--- src/design/point_in_polygon_test_assert.svh ---
// Assertion macros shared by the point-in-polygon design files.
// Each macro expects signals named clk and rst_n in the enclosing module.
`ifndef POINT_IN_POLYGON_TEST_ASSERT_SVH
`define POINT_IN_POLYGON_TEST_ASSERT_SVH

// Condition holds at every clock edge outside reset
`define PIP_ASSERT_HOLDS(label, cond, msg) \
    label: assert property (@(posedge clk) disable iff (!rst_n) (cond)) \
        else $error(msg);

// Antecedent implies consequent in the same cycle
`define PIP_ASSERT_IMPLIES(label, ante, cons, msg) \
    label: assert property (@(posedge clk) disable iff (!rst_n) (ante) |-> (cons)) \
        else $error(msg);

// Antecedent implies consequent in the next cycle
`define PIP_ASSERT_NEXT(label, ante, cons, msg) \
    label: assert property (@(posedge clk) disable iff (!rst_n) (ante) |=> (cons)) \
        else $error(msg);

`endif

--- src/design/pip_pkg.sv ---
// Shared types and constants for the point-in-polygon block.
// No dependencies; used by the front, queue, back and top level.
`default_nettype none

package pip_pkg;

    // Coordinate format: signed fixed point, 18 bits
    localparam int COORD_W   = 18;
    // Fraction bits of the coordinate format (1.0 = 2^FRAC_BITS)
    localparam int FRAC_BITS = 16;
    // Coordinates relative to the query point
    localparam int REL_W   = COORD_W + 1;
    // Cross products of relative coordinates
    localparam int PROD_W  = 2 * REL_W;
    // Squares and their sum for the disk test
    localparam int SQ_W    = 2 * COORD_W;
    localparam int SUM_W   = SQ_W + 1;
    // Depth of the command queue between front and back
    localparam int Q_DEPTH = 2;

    typedef enum logic [1:0] {
        OP_APPEND = 2'd0,
        OP_REMOVE = 2'd1,
        OP_CLEAR  = 2'd2,
        OP_QUERY  = 2'd3
    } op_t;

    typedef enum logic [1:0] {
        STAT_OK    = 2'd0,
        STAT_FULL  = 2'd1,
        STAT_EMPTY = 2'd2
    } status_t;

    // Classified command handed from front to back
    typedef struct packed {
        op_t                        op;
        logic signed [COORD_W-1:0]  x;
        logic signed [COORD_W-1:0]  y;
        logic                       outside;
    } cmd_t;

    // Queue status seen by the front and back
    typedef struct packed {
        logic full;
        logic nonempty;
    } q_stat_t;

endpackage

`default_nettype wire

--- src/design/pip_ram.sv ---
// Generic single-port-write, single-port-read RAM with registered read data.
// No dependencies.
`default_nettype none

module pip_ram #(
    parameter int WIDTH = 36,
    parameter int DEPTH = 32
) (
    input  wire logic                     clk,
    input  wire logic                     we,
    input  wire logic [$clog2(DEPTH)-1:0] waddr,
    input  wire logic [WIDTH-1:0]         wdata,
    input  wire logic                     re,
    input  wire logic [$clog2(DEPTH)-1:0] raddr,
    output logic      [WIDTH-1:0]         rdata
);

    logic [WIDTH-1:0] mem [DEPTH];

    // Write port and registered read port
    always_ff @(posedge clk)
    begin
        if (we)
        begin
            mem[waddr] <= wdata;
        end
        if (re)
        begin
            rdata <= mem[raddr];
        end
    end

endmodule

`default_nettype wire

--- src/design/pip_back.sv ---
// Back end: executes queued commands, keeps the vertex table and walks the
// polygon edges for queries. Depends on pip_pkg, pip_ram and the macro header.
`default_nettype none
`include "point_in_polygon_test_assert.svh"

module pip_back #(
    parameter int MAX_VERTICES = 32
) (
    input  wire logic                                   clk,
    input  wire logic                                   rst_n,
    input  wire pip_pkg::q_stat_t                       q_stat,
    input  wire pip_pkg::cmd_t                          q_cmd,
    output logic                                        pop,
    output logic                                        out_valid,
    input  wire logic                                   out_stall,
    output logic                                        inside_res,
    output logic [$clog2(MAX_VERTICES+1)-1:0]           vertex_count,
    output logic [1:0]                                  status
);

    localparam int AW    = $clog2(MAX_VERTICES);
    localparam int CNT_W = $clog2(MAX_VERTICES + 1);
    localparam int CW    = pip_pkg::COORD_W;
    localparam int RW    = pip_pkg::REL_W;
    localparam int PW    = pip_pkg::PROD_W;

    typedef enum logic [1:0] {
        S_IDLE,
        S_WALK,
        S_DONE
    } state_t;

    // Control state and output register
    state_t             state_reg,      state_next;
    logic [CNT_W-1:0]   count_reg,      count_next;
    logic               out_valid_reg,  out_valid_next;
    logic               out_inside_reg, out_inside_next;
    logic [CNT_W-1:0]   out_count_reg,  out_count_next;
    pip_pkg::status_t   out_status_reg, out_status_next;

    logic               out_free;
    logic               walk_start;
    logic               we;

    // Read issue
    logic               issuing_reg;
    logic [CNT_W-1:0]   rd_idx_reg;
    logic               rd_wrap;
    logic [AW-1:0]      raddr;
    logic [2*CW-1:0]    rdata;

    // Query point
    logic signed [CW-1:0] px_reg;
    logic signed [CW-1:0] py_reg;

    // Read data stage flags
    logic               rd_vld_reg;
    logic               rd_first_reg;
    logic               rd_last_reg;

    // Relative vertex stage
    logic               r_vld_reg;
    logic               r_first_reg;
    logic               r_last_reg;
    logic signed [RW-1:0] rel_x_reg;
    logic signed [RW-1:0] rel_y_reg;
    logic signed [RW-1:0] prev_x_reg;
    logic signed [RW-1:0] prev_y_reg;
    logic signed [CW-1:0] rd_x;
    logic signed [CW-1:0] rd_y;

    // Edge stage
    logic               e_vld_reg;
    logic               e_last_reg;
    logic signed [PW-1:0] prod1_reg;
    logic signed [PW-1:0] prod2_reg;
    logic               straddle_reg;
    logic               xl_pos_reg;
    logic               ep_hit_reg;
    logic               straddle;
    logic               ep_hit;
    logic               xl_pos, xl_neg, xl_zero;
    logic               xr_pos, xr_neg, xr_zero;
    logic               yl_pos, yr_pos;

    // Crossing stage
    logic signed [PW:0] num;
    logic               hit;
    logic               parity_reg;

    assign out_free     = !out_valid_reg || !out_stall;
    assign out_valid    = out_valid_reg;
    assign inside_res   = out_inside_reg;
    assign vertex_count = out_count_reg;
    assign status       = out_status_reg;

    // Command execution
    always_comb
    begin
        state_next      = state_reg;
        count_next      = count_reg;
        out_valid_next  = out_valid_reg && out_stall;
        out_inside_next = out_inside_reg;
        out_count_next  = out_count_reg;
        out_status_next = out_status_reg;
        pop             = 1'b0;
        walk_start      = 1'b0;
        we              = 1'b0;
        case (state_reg)
            S_IDLE:
            begin
                if (q_stat.nonempty && out_free)
                begin
                    pop             = 1'b1;
                    out_valid_next  = 1'b1;
                    out_inside_next = 1'b0;
                    out_status_next = pip_pkg::STAT_OK;
                    case (q_cmd.op)
                        pip_pkg::OP_APPEND:
                        begin
                            if (count_reg == CNT_W'(MAX_VERTICES))
                            begin
                                out_status_next = pip_pkg::STAT_FULL;
                            end
                            else
                            begin
                                we         = 1'b1;
                                count_next = count_reg + 1'b1;
                            end
                        end
                        pip_pkg::OP_REMOVE:
                        begin
                            if (count_reg == '0)
                            begin
                                out_status_next = pip_pkg::STAT_EMPTY;
                            end
                            else
                            begin
                                count_next = count_reg - 1'b1;
                            end
                        end
                        pip_pkg::OP_CLEAR:
                        begin
                            count_next = '0;
                        end
                        pip_pkg::OP_QUERY:
                        begin
                            // Empty table or point off the disk answers at once
                            if (!q_cmd.outside && count_reg != '0)
                            begin
                                out_valid_next = 1'b0;
                                walk_start     = 1'b1;
                                state_next     = S_WALK;
                            end
                        end
                        default:
                        begin
                            out_status_next = pip_pkg::STAT_OK;
                        end
                    endcase
                    out_count_next = count_next;
                end
            end
            S_WALK:
            begin
                if (e_vld_reg && e_last_reg)
                begin
                    state_next = S_DONE;
                end
            end
            S_DONE:
            begin
                if (out_free)
                begin
                    out_valid_next  = 1'b1;
                    out_inside_next = parity_reg;
                    out_count_next  = count_reg;
                    out_status_next = pip_pkg::STAT_OK;
                    state_next      = S_IDLE;
                end
            end
            default:
            begin
                state_next = S_IDLE;
            end
        endcase
    end

    always_ff @(posedge clk or negedge rst_n)
    begin
        if (!rst_n)
        begin
            state_reg      <= S_IDLE;
            count_reg      <= '0;
            out_valid_reg  <= 1'b0;
            out_inside_reg <= 1'b0;
            out_count_reg  <= '0;
            out_status_reg <= pip_pkg::STAT_OK;
        end
        else
        begin
            state_reg      <= state_next;
            count_reg      <= count_next;
            out_valid_reg  <= out_valid_next;
            out_inside_reg <= out_inside_next;
            out_count_reg  <= out_count_next;
            out_status_reg <= out_status_next;
        end
    end

    // Vertex table: x in the upper half, y in the lower half
    assign rd_wrap = rd_idx_reg == count_reg;
    assign raddr   = rd_wrap ? '0 : rd_idx_reg[AW-1:0];
    assign rd_x    = rdata[2*CW-1:CW];
    assign rd_y    = rdata[CW-1:0];

    pip_ram #(
        .WIDTH (2 * CW),
        .DEPTH (MAX_VERTICES)
    ) u_vtx_ram (
        .clk   (clk),
        .we    (we),
        .waddr (count_reg[AW-1:0]),
        .wdata ({q_cmd.x, q_cmd.y}),
        .re    (issuing_reg),
        .raddr (raddr),
        .rdata (rdata)
    );

    // Edge classification from previous (L) and current (R) vertex
    assign xl_pos  = !prev_x_reg[RW-1] && (prev_x_reg != '0);
    assign xl_neg  = prev_x_reg[RW-1];
    assign xl_zero = prev_x_reg == '0;
    assign xr_pos  = !rel_x_reg[RW-1] && (rel_x_reg != '0);
    assign xr_neg  = rel_x_reg[RW-1];
    assign xr_zero = rel_x_reg == '0;
    assign yl_pos  = !prev_y_reg[RW-1] && (prev_y_reg != '0);
    assign yr_pos  = !rel_y_reg[RW-1] && (rel_y_reg != '0);

    assign straddle = (xl_pos && xr_neg) || (xl_neg && xr_pos);
    assign ep_hit   = (xl_zero && !xr_neg && yl_pos) || (xl_pos && xr_zero && yr_pos);

    // Intercept sign: xl*yr - xr*yl must share the sign of xl - xr
    assign num = $signed({prod1_reg[PW-1], prod1_reg}) - $signed({prod2_reg[PW-1], prod2_reg});
    assign hit = straddle_reg
               ? (xl_pos_reg ? (!num[PW] && num != '0) : num[PW])
               : ep_hit_reg;

    // Walk pipeline valids and counters
    always_ff @(posedge clk or negedge rst_n)
    begin
        if (!rst_n)
        begin
            issuing_reg  <= 1'b0;
            rd_idx_reg   <= '0;
            rd_vld_reg   <= 1'b0;
            rd_first_reg <= 1'b0;
            rd_last_reg  <= 1'b0;
            r_vld_reg    <= 1'b0;
            r_first_reg  <= 1'b0;
            r_last_reg   <= 1'b0;
            e_vld_reg    <= 1'b0;
            e_last_reg   <= 1'b0;
            parity_reg   <= 1'b0;
        end
        else
        begin
            // Reads run over vertex 0 .. n-1 and then vertex 0 again
            if (walk_start)
            begin
                issuing_reg <= 1'b1;
                rd_idx_reg  <= '0;
            end
            else if (issuing_reg)
            begin
                rd_idx_reg <= rd_idx_reg + 1'b1;
                if (rd_wrap)
                begin
                    issuing_reg <= 1'b0;
                end
            end
            rd_vld_reg   <= issuing_reg;
            rd_first_reg <= issuing_reg && (rd_idx_reg == '0);
            rd_last_reg  <= issuing_reg && rd_wrap;
            r_vld_reg    <= rd_vld_reg;
            r_first_reg  <= rd_first_reg;
            r_last_reg   <= rd_last_reg;
            e_vld_reg    <= r_vld_reg && !r_first_reg;
            e_last_reg   <= r_vld_reg && r_last_reg;
            if (walk_start)
            begin
                parity_reg <= 1'b0;
            end
            else if (e_vld_reg)
            begin
                parity_reg <= parity_reg ^ hit;
            end
        end
    end

    // Walk pipeline payload
    always_ff @(posedge clk)
    begin
        if (walk_start)
        begin
            px_reg <= q_cmd.x;
            py_reg <= q_cmd.y;
        end
        if (rd_vld_reg)
        begin
            rel_x_reg <= $signed({rd_x[CW-1], rd_x}) - $signed({px_reg[CW-1], px_reg});
            rel_y_reg <= $signed({rd_y[CW-1], rd_y}) - $signed({py_reg[CW-1], py_reg});
        end
        if (r_vld_reg)
        begin
            prev_x_reg   <= rel_x_reg;
            prev_y_reg   <= rel_y_reg;
            prod1_reg    <= PW'(prev_x_reg) * PW'(rel_y_reg);
            prod2_reg    <= PW'(rel_x_reg) * PW'(prev_y_reg);
            straddle_reg <= straddle;
            xl_pos_reg   <= xl_pos;
            ep_hit_reg   <= ep_hit;
        end
    end

    `PIP_ASSERT_HOLDS(a_count_bound, count_reg <= CNT_W'(MAX_VERTICES), "vertex count above table size")
    `PIP_ASSERT_IMPLIES(a_no_pop_busy, state_reg != S_IDLE, !pop, "command taken during a query walk")
    `PIP_ASSERT_IMPLIES(a_edge_in_walk, e_vld_reg, state_reg == S_WALK, "edge evaluated outside a walk")

endmodule

`default_nettype wire

--- config.mk ---
export PLATFORM = sky130hd
export DESIGN_NAME = pip_back
export DESIGN_NICKNAME = d
export VERILOG_FILES = /design/src/design/pip_pkg.sv /design/src/design/pip_ram.sv /design/src/design/pip_back.sv
export VERILOG_INCLUDE_DIRS = /design/src /design/src/design
export SDC_FILE = /design/constraint.sdc
export NUM_CORES = 2
export LEC_CHECK = 0
export BUFFER_PORTS_ARGS = -buffer_cell sky130_fd_sc_hd__buf_2
export CORE_MARGIN = 2
export CORE_UTILIZATION = 60
export CTS_CLUSTER_SIZE = 14
export DETAILED_ROUTE_END_ITERATION = 10
export GPL_TIMING_DRIVEN = 0
export MAX_ROUTING_LAYER = met4
export PLACE_DENSITY = 0.8
export SYNTH_ARGS = -nofsm -noshare
export SYNTH_HDL_FRONTEND = slang
export SYNTH_SLANG_ARGS = --single-unit
--- constraint.sdc ---
create_clock -name clk -period 16.3 [get_ports clk]
set_input_delay 0.815 -clock clk [delete_from_list [all_inputs] [get_ports clk]]
set_output_delay 0.815 -clock clk [all_outputs]
set_load 0.01 [all_outputs]
* Word level (Yosys, flattened, before mapping)
Memory sizes are Yosys's and may differ from the RTL's. A register that Yosys moved wholly into a read port is not among the register bits.
Index checks and enable logic that the tools add are counted.
** Storage, ports and cells
- Bits in registers :: 225
- Output and inout port bits :: 11
- Memory bits (writable) :: 1152
- Logic and storage cells :: 146
- Memories :: 1
- Input bits :: 44
** Operators by class
- Reduce and logical (&&, ||, !) cells :: 49
- Mux-type cells :: 47
- Bitwise logic cells :: 1
- Add/subtract/negate cells :: 6
- Multipliers :: 2
- Equality and inequality tests :: 12
** Memory list
- u_vtx_ram.mem :: words 32, bits a word 36, read ports 1, clocked after memory_dff 1, write ports 1, RTL line pip_ram.sv:18 : logic [WIDTH-1:0] mem [DEPTH];
** Operator list (count)
- $mul 19x19->38 :: 2
- $reduce_bool 19->1 :: 4
- $reduce_bool 39->1 :: 1
- $sub 38x38->39 :: 1
- $logic_not 19->1 :: 2
- $sub 18x18->19 :: 2
- $mux 6 :: 6
- $mux 1 :: 26
- $logic_and 1x1->1 :: 19
- $pmux 6 s3 :: 1
- $mux 2 :: 7
- $add 6x1->6 const B :: 2
- $logic_not 6->1 :: 2
- $pmux 6 s2 :: 1
- $logic_not 1->1 :: 9
- $ne 2x2->1 const B :: 4
- $pmux 2 s2 :: 2
- $eq 2x2->1 const B :: 3
- $eq 6x6->1 :: 1
- $eq 6x6->1 const B :: 1
- $pmux 2 s3 :: 1
- $reduce_bool 2->1 :: 3
- $reduce_bool 6->1 :: 1
- $sub 6x1->6 const B :: 1
- other kinds (10) :: 15

* Depth between registers and ports, before layout
- Depth after elaboration :: 8
- Depth in mapped cells :: 30
- Depth with buffers taken out :: 28

* Cells and area by module
From an unflattened synthesis, not the netlist that was laid out.
** Second synthesis, totals
- Cell total of the unflattened synthesis :: 6561
- Area total of the unflattened synthesis :: 84955.2 um^2
** By module, submodules not included
- pip_ram :: seq. area each 35674.2 um^2, area each 45930.3 um^2, cells each 2536, instances 1
- pip_back :: seq. area each 6586.3 um^2, area each 39024.9 um^2, cells each 4025, instances 1

* Least setup slack after synthesis
Ideal clock, no wire load.
- Path type :: flip-flop to flip-flop
- From :: register prev_x_reg[9]
- To :: register prod1_reg[35], data pin
- Path slack :: 9.625 ns
- Period minus slack after synthesis :: 6.675 ns
- Stages on the path, launching flop included :: 27
- Data arrival time :: 6.416 ns
- Path buffers :: 2
- Cell sequence :: edfxtp_1 > clkbuf_1 > clkbuf_1 > and2_1 > fa_1 > fa_1 > inv_1 > fa_1 > inv_1 > fa_1 > inv_1 > fa_1 > inv_1 > fa_1 > ha_1 > ha_1 > o21a_1 > o21ai_0 > a221oi_2 > o41ai_2 > o31ai_1 > nand2_1 > a21boi_1 > o21ai_1 > a21oi_1 > a21boi_0 > xnor2_1
** Between the ends
- Word-level cells in the longest chain between the ends :: 1
** RTL lines
- start, declared :: RTL line pip_back.sv:67 : logic signed [RW-1:0] prev_x_reg;
- start signal, assigned :: RTL line pip_back.sv:316 : prev_x_reg <= rel_x_reg;
- $mul 19x19->38 :: RTL line pip_back.sv:318 : prod1_reg <= PW'(prev_x_reg) * PW'(rel_y_reg);
- end signal, assigned :: RTL line pip_back.sv:318
- end, declared :: RTL line pip_back.sv:75 : logic signed [PW-1:0] prod1_reg;
Every way passes these cells.
A chain may end at the register's enable or synchronous reset.

* Final worst setup path
- From :: register prev_x_reg[10]
- To :: register prod1_reg[37], data pin
Same word-level chain as after synthesis.

==> run_results.csv <==
group,metric,value,unit
timing,worst_slack,7.519,ns
die,die_w,382.6,um
yosys,synth.avg_cell_area,11.82,um2
placement,dpl.hpwl,172300,um
global_route,grt_start_max_net_pins,77,
yosys,yosys.area.top_type_share,0.4816,
timing,fmax,113.9,MHz
final_layout,multi_input_area,0.03927,mm2
placement,io_buffers,53,
worst_setup_path,cp-start-kind,"flip-flop",
worst_setup_path,cp.arrival,9.28,ns
worst_setup_path,cpPeakStageDelay,0.68,ns
global_route,grt_first_pass_wirelength,360300,um
clocking,clock-sinks,1413,
clocking,ctsResizeCount,0,
timing,rsz0062_at_grt,"no",
clocking,cts_hold_buf,0,
final_layout,final_area,0.09433,mm2
die,dieArea,0.1464,mm2
yosys,synth-edff-count,1379,
min_path,hold_class,"primary input to async pin",
global_route,grt_remaining_overflow,0,
timing,tightest_slew,1.415,ns
final_layout,drive_gt1_frac,0.07111,
clocking,htree_num_levels,4,
yosys,ys_types,82,
timing,fin_crit_sh,0.5387,
die,core-area,0.1419,mm2
yosys,ys_ff_latch,1413,
final_layout,largest_reg_flops,1152,
routing,drtPass1Iterations,9,
worst_setup_path,crit_fanout,10,
yosys,yosys_warnings,0,
timing,slew_viol_final,0,
yosys,synth_top_cell_by_area,"edfxtp_1",
worst_setup_path,reg2reg_depth,26,
routing,drt-total-wl,239300,um
worst_setup_path,crit_path_end_kind,"flip-flop",
clocking,cts-root-buf,"clkbuf_16",
worst_setup_path,reg2reg_slack,7.52,ns
yosys,synth.area.top_cells,"edfxtp_1 (48%), fa_1 (17%), ha_1 (4.5%)",
placement,dp_cells,9254,
clocking,postCtsSetupRepairBufs,0,
timing,fin_crit,8.781,ns
worst_setup_path,path_class,"flip-flop to flip-flop",
status,status,"complete, no violations",
yosys,synth_cells,7273,
routing,first_iter_violations,7708,
placement,placed_area,0.08960,mm2
final_layout,seqCellArea,0.04227,mm2
clocking,clk_latency,0.80,ns
routing,wl_per_cell,25.12,um
placement,gp_congestion,1.000,
yosys,synth_area,0.08599,mm2
final_layout,fillers,9989,
final_layout,fin_cells,9527,
clocking,clockBufferDepth,3,
timing,setup_viol,0,
clocking,cts_tree,"built",
timing,setup_tns,0,ns
routing,viasPerCell,6.187,
clocking,cts_buffers,143,
die,rows,138,
yosys,yosysSeqAreaShare,0.4914,
die,die_h,382.6,um
timing,final_hold_viol_count,0,
global_route,grt_pass1_vias,60799,
yosys,async_flop_share,0.02406,
timing,max_slew_margin,0.05637,
worst_setup_path,worstReg2RegEnd,"prod1_reg[37]",
timing,finalClockSkew,0.04246,ns
routing,final_antenna_net_count,0,
worst_setup_path,reg2reg_from,"prev_x_reg[10]",
die,start_util,0.6059,
final_layout,syn2layout_area_growth,9.690,%
flow_run,cap_viol_max_count,0,
worst_setup_path,crit_top_cell,"fa_1",
global_route,grtUsageTotal,0.3397,
worst_setup_path,crit_required,16.80,ns
yosys,ys.flop_type,"edfxtp_1",
worst_setup_path,crit_slowest_cell,"clkbuf_1",
clocking,clk_pin_slew,0.06,ns
placement,dp_slack,7.772,ns
yosys,synth_nets,8365,
final_layout,fin_nets,8601,
die,io_pins,55,
routing,dr_total_vias,58948,
global_route,antenna_found_initial,16,
routing,drc,0,
## area by class of cell
class,instances,area share
diodes,15,0.0003979
clock buffers,181,0.03967
multi-input cells,4619,0.4163
plain buffers,406,0.01671
well taps,1890,0.02507
repair buffers,91,0.01049
inverters,835,0.03323
clock inverters,77,0.01004
flip-flops and latches,1413,0.4481
## critical path, delay by kind of cell, from the launching register on
family | cells | cell delay, ns
buf+inv | 6 | 1.55
compound gates | 9 | 2.41
xor+xnor | 1 | 0.15
flops | 1 | 0.49
fa+ha+maj | 8 | 3.46
simple gates | 2 | 0.43
## kinds of logic (layout without fill, tap and decap cells)
kind of cell               count (synthesis)  after routing  share of synthesized area
other                                      0             15                          0
DFF                                     1413           1413                     0.4914
buffers and inverters                   1241           1590                    0.05477
and+or+nand+nor                         2196           2196                     0.1147
AOI/OAI and AO/OA                        939            939                    0.07099
xor gates and xnor gates                 136            136                    0.01385
muxes                                    300            300                    0.03706
adders and majority gates               1048           1048                     0.2172
## stage by stage
stage | util | hold slack, ns
floorplan | - | 0.3312
global placement | 0.6244 | 0.3344
detailed placement | 0.6313 | 0.3428
CTS | 0.6643 | 0.09635
global route | 0.6646 | 0.1632
finish | 0.6646 | 0.1033
## how the worst max path moves through the flow
stage / from / endpoint / cells past startpoint
2_1_floorplan: prev_x_reg[9] / prod1_reg[35] / 26
5_1_grt: prev_x_reg[10] / prod1_reg[37] / 26
4_1_cts: prev_x_reg[10] / prod1_reg[37] / 26
3_5_place_dp: prev_x_reg[10] / prod1_reg[37] / 26
6_report: prev_x_reg[10] / prod1_reg[37] / 26
3_3_place_gp: prev_x_reg[10] / prod1_reg[35] / 26
## synth_stat cells, drive strengths merged, types with 12 or more instances
library cell	instances
mux2i	153
ha	307
o21bai	18
nand2	705
and3	12
and2	384
nor4	25
or3	14
a311oi	73
edfxtp	1379
o21ai	249
fa	741
a211oi	14
nor2b	15
nand2b	32
o21a	24
inv	835
a21o	40
o211ai	185
a31oi	92
buf	60
nand4	19
nand3	182
a21boi	12
mux2	147
a21oi	184
clkbuf	346
nor2	755
nor3	31
dfrtp	34
xor2	41
xnor2	95
## placed cells by master (no fill, tap or decap), types with 13 or more instances in the layout
cell type / Yosys / final
o21bai_1: 16 / 16
buf_2: 32 / 85
and2_1: 384 / 384
nand3_1: 182 / 182
clkbuf_1: 346 / 382
bufinv_16: 0 / 14
a311oi_1: 73 / 73
or3_1: 13 / 13
nor4_1: 25 / 25
a31oi_1: 92 / 91
a21oi_1: 179 / 179
mux2_2: 147 / 147
a211oi_1: 14 / 14
buf_12: 0 / 32
a21o_1: 40 / 40
nor3_1: 31 / 30
dfrtp_1: 34 / 31
inv_1: 834 / 834
diode_2: 0 / 15
clkinv_1: 0 / 19
nand2b_1: 31 / 31
o21a_1: 22 / 22
o21ai_1: 46 / 46
fa_1: 741 / 741
o21ai_0: 200 / 200
nor2_1: 755 / 724
edfxtp_1: 1379 / 1379
ha_1: 307 / 307
nor2b_1: 15 / 15
xor2_1: 41 / 41
mux2i_1: 153 / 153
clkinv_2: 0 / 20
clkbuf_16: 0 / 144
o211ai_1: 185 / 185
xnor2_1: 95 / 95
nor2_4: 0 / 31
nand4_1: 19 / 19
buf_1: 26 / 26
nand2_1: 705 / 705
## metal layers
metal,routed length (um),track usage,part of all wire,vias to the layer above
li1,-,-,-,25150
met1,83010,0.4001,0.35,29014
met2,116100,0.5499,0.49,3853
met3,23580,0.06061,0.099,931
met4,16640,0.1999,0.070,0
met5,0,-,0,-
Power is left out: the tool's default activity adds up to more than one toggle a clock period on the data nets, which glitch-free logic cannot reach.
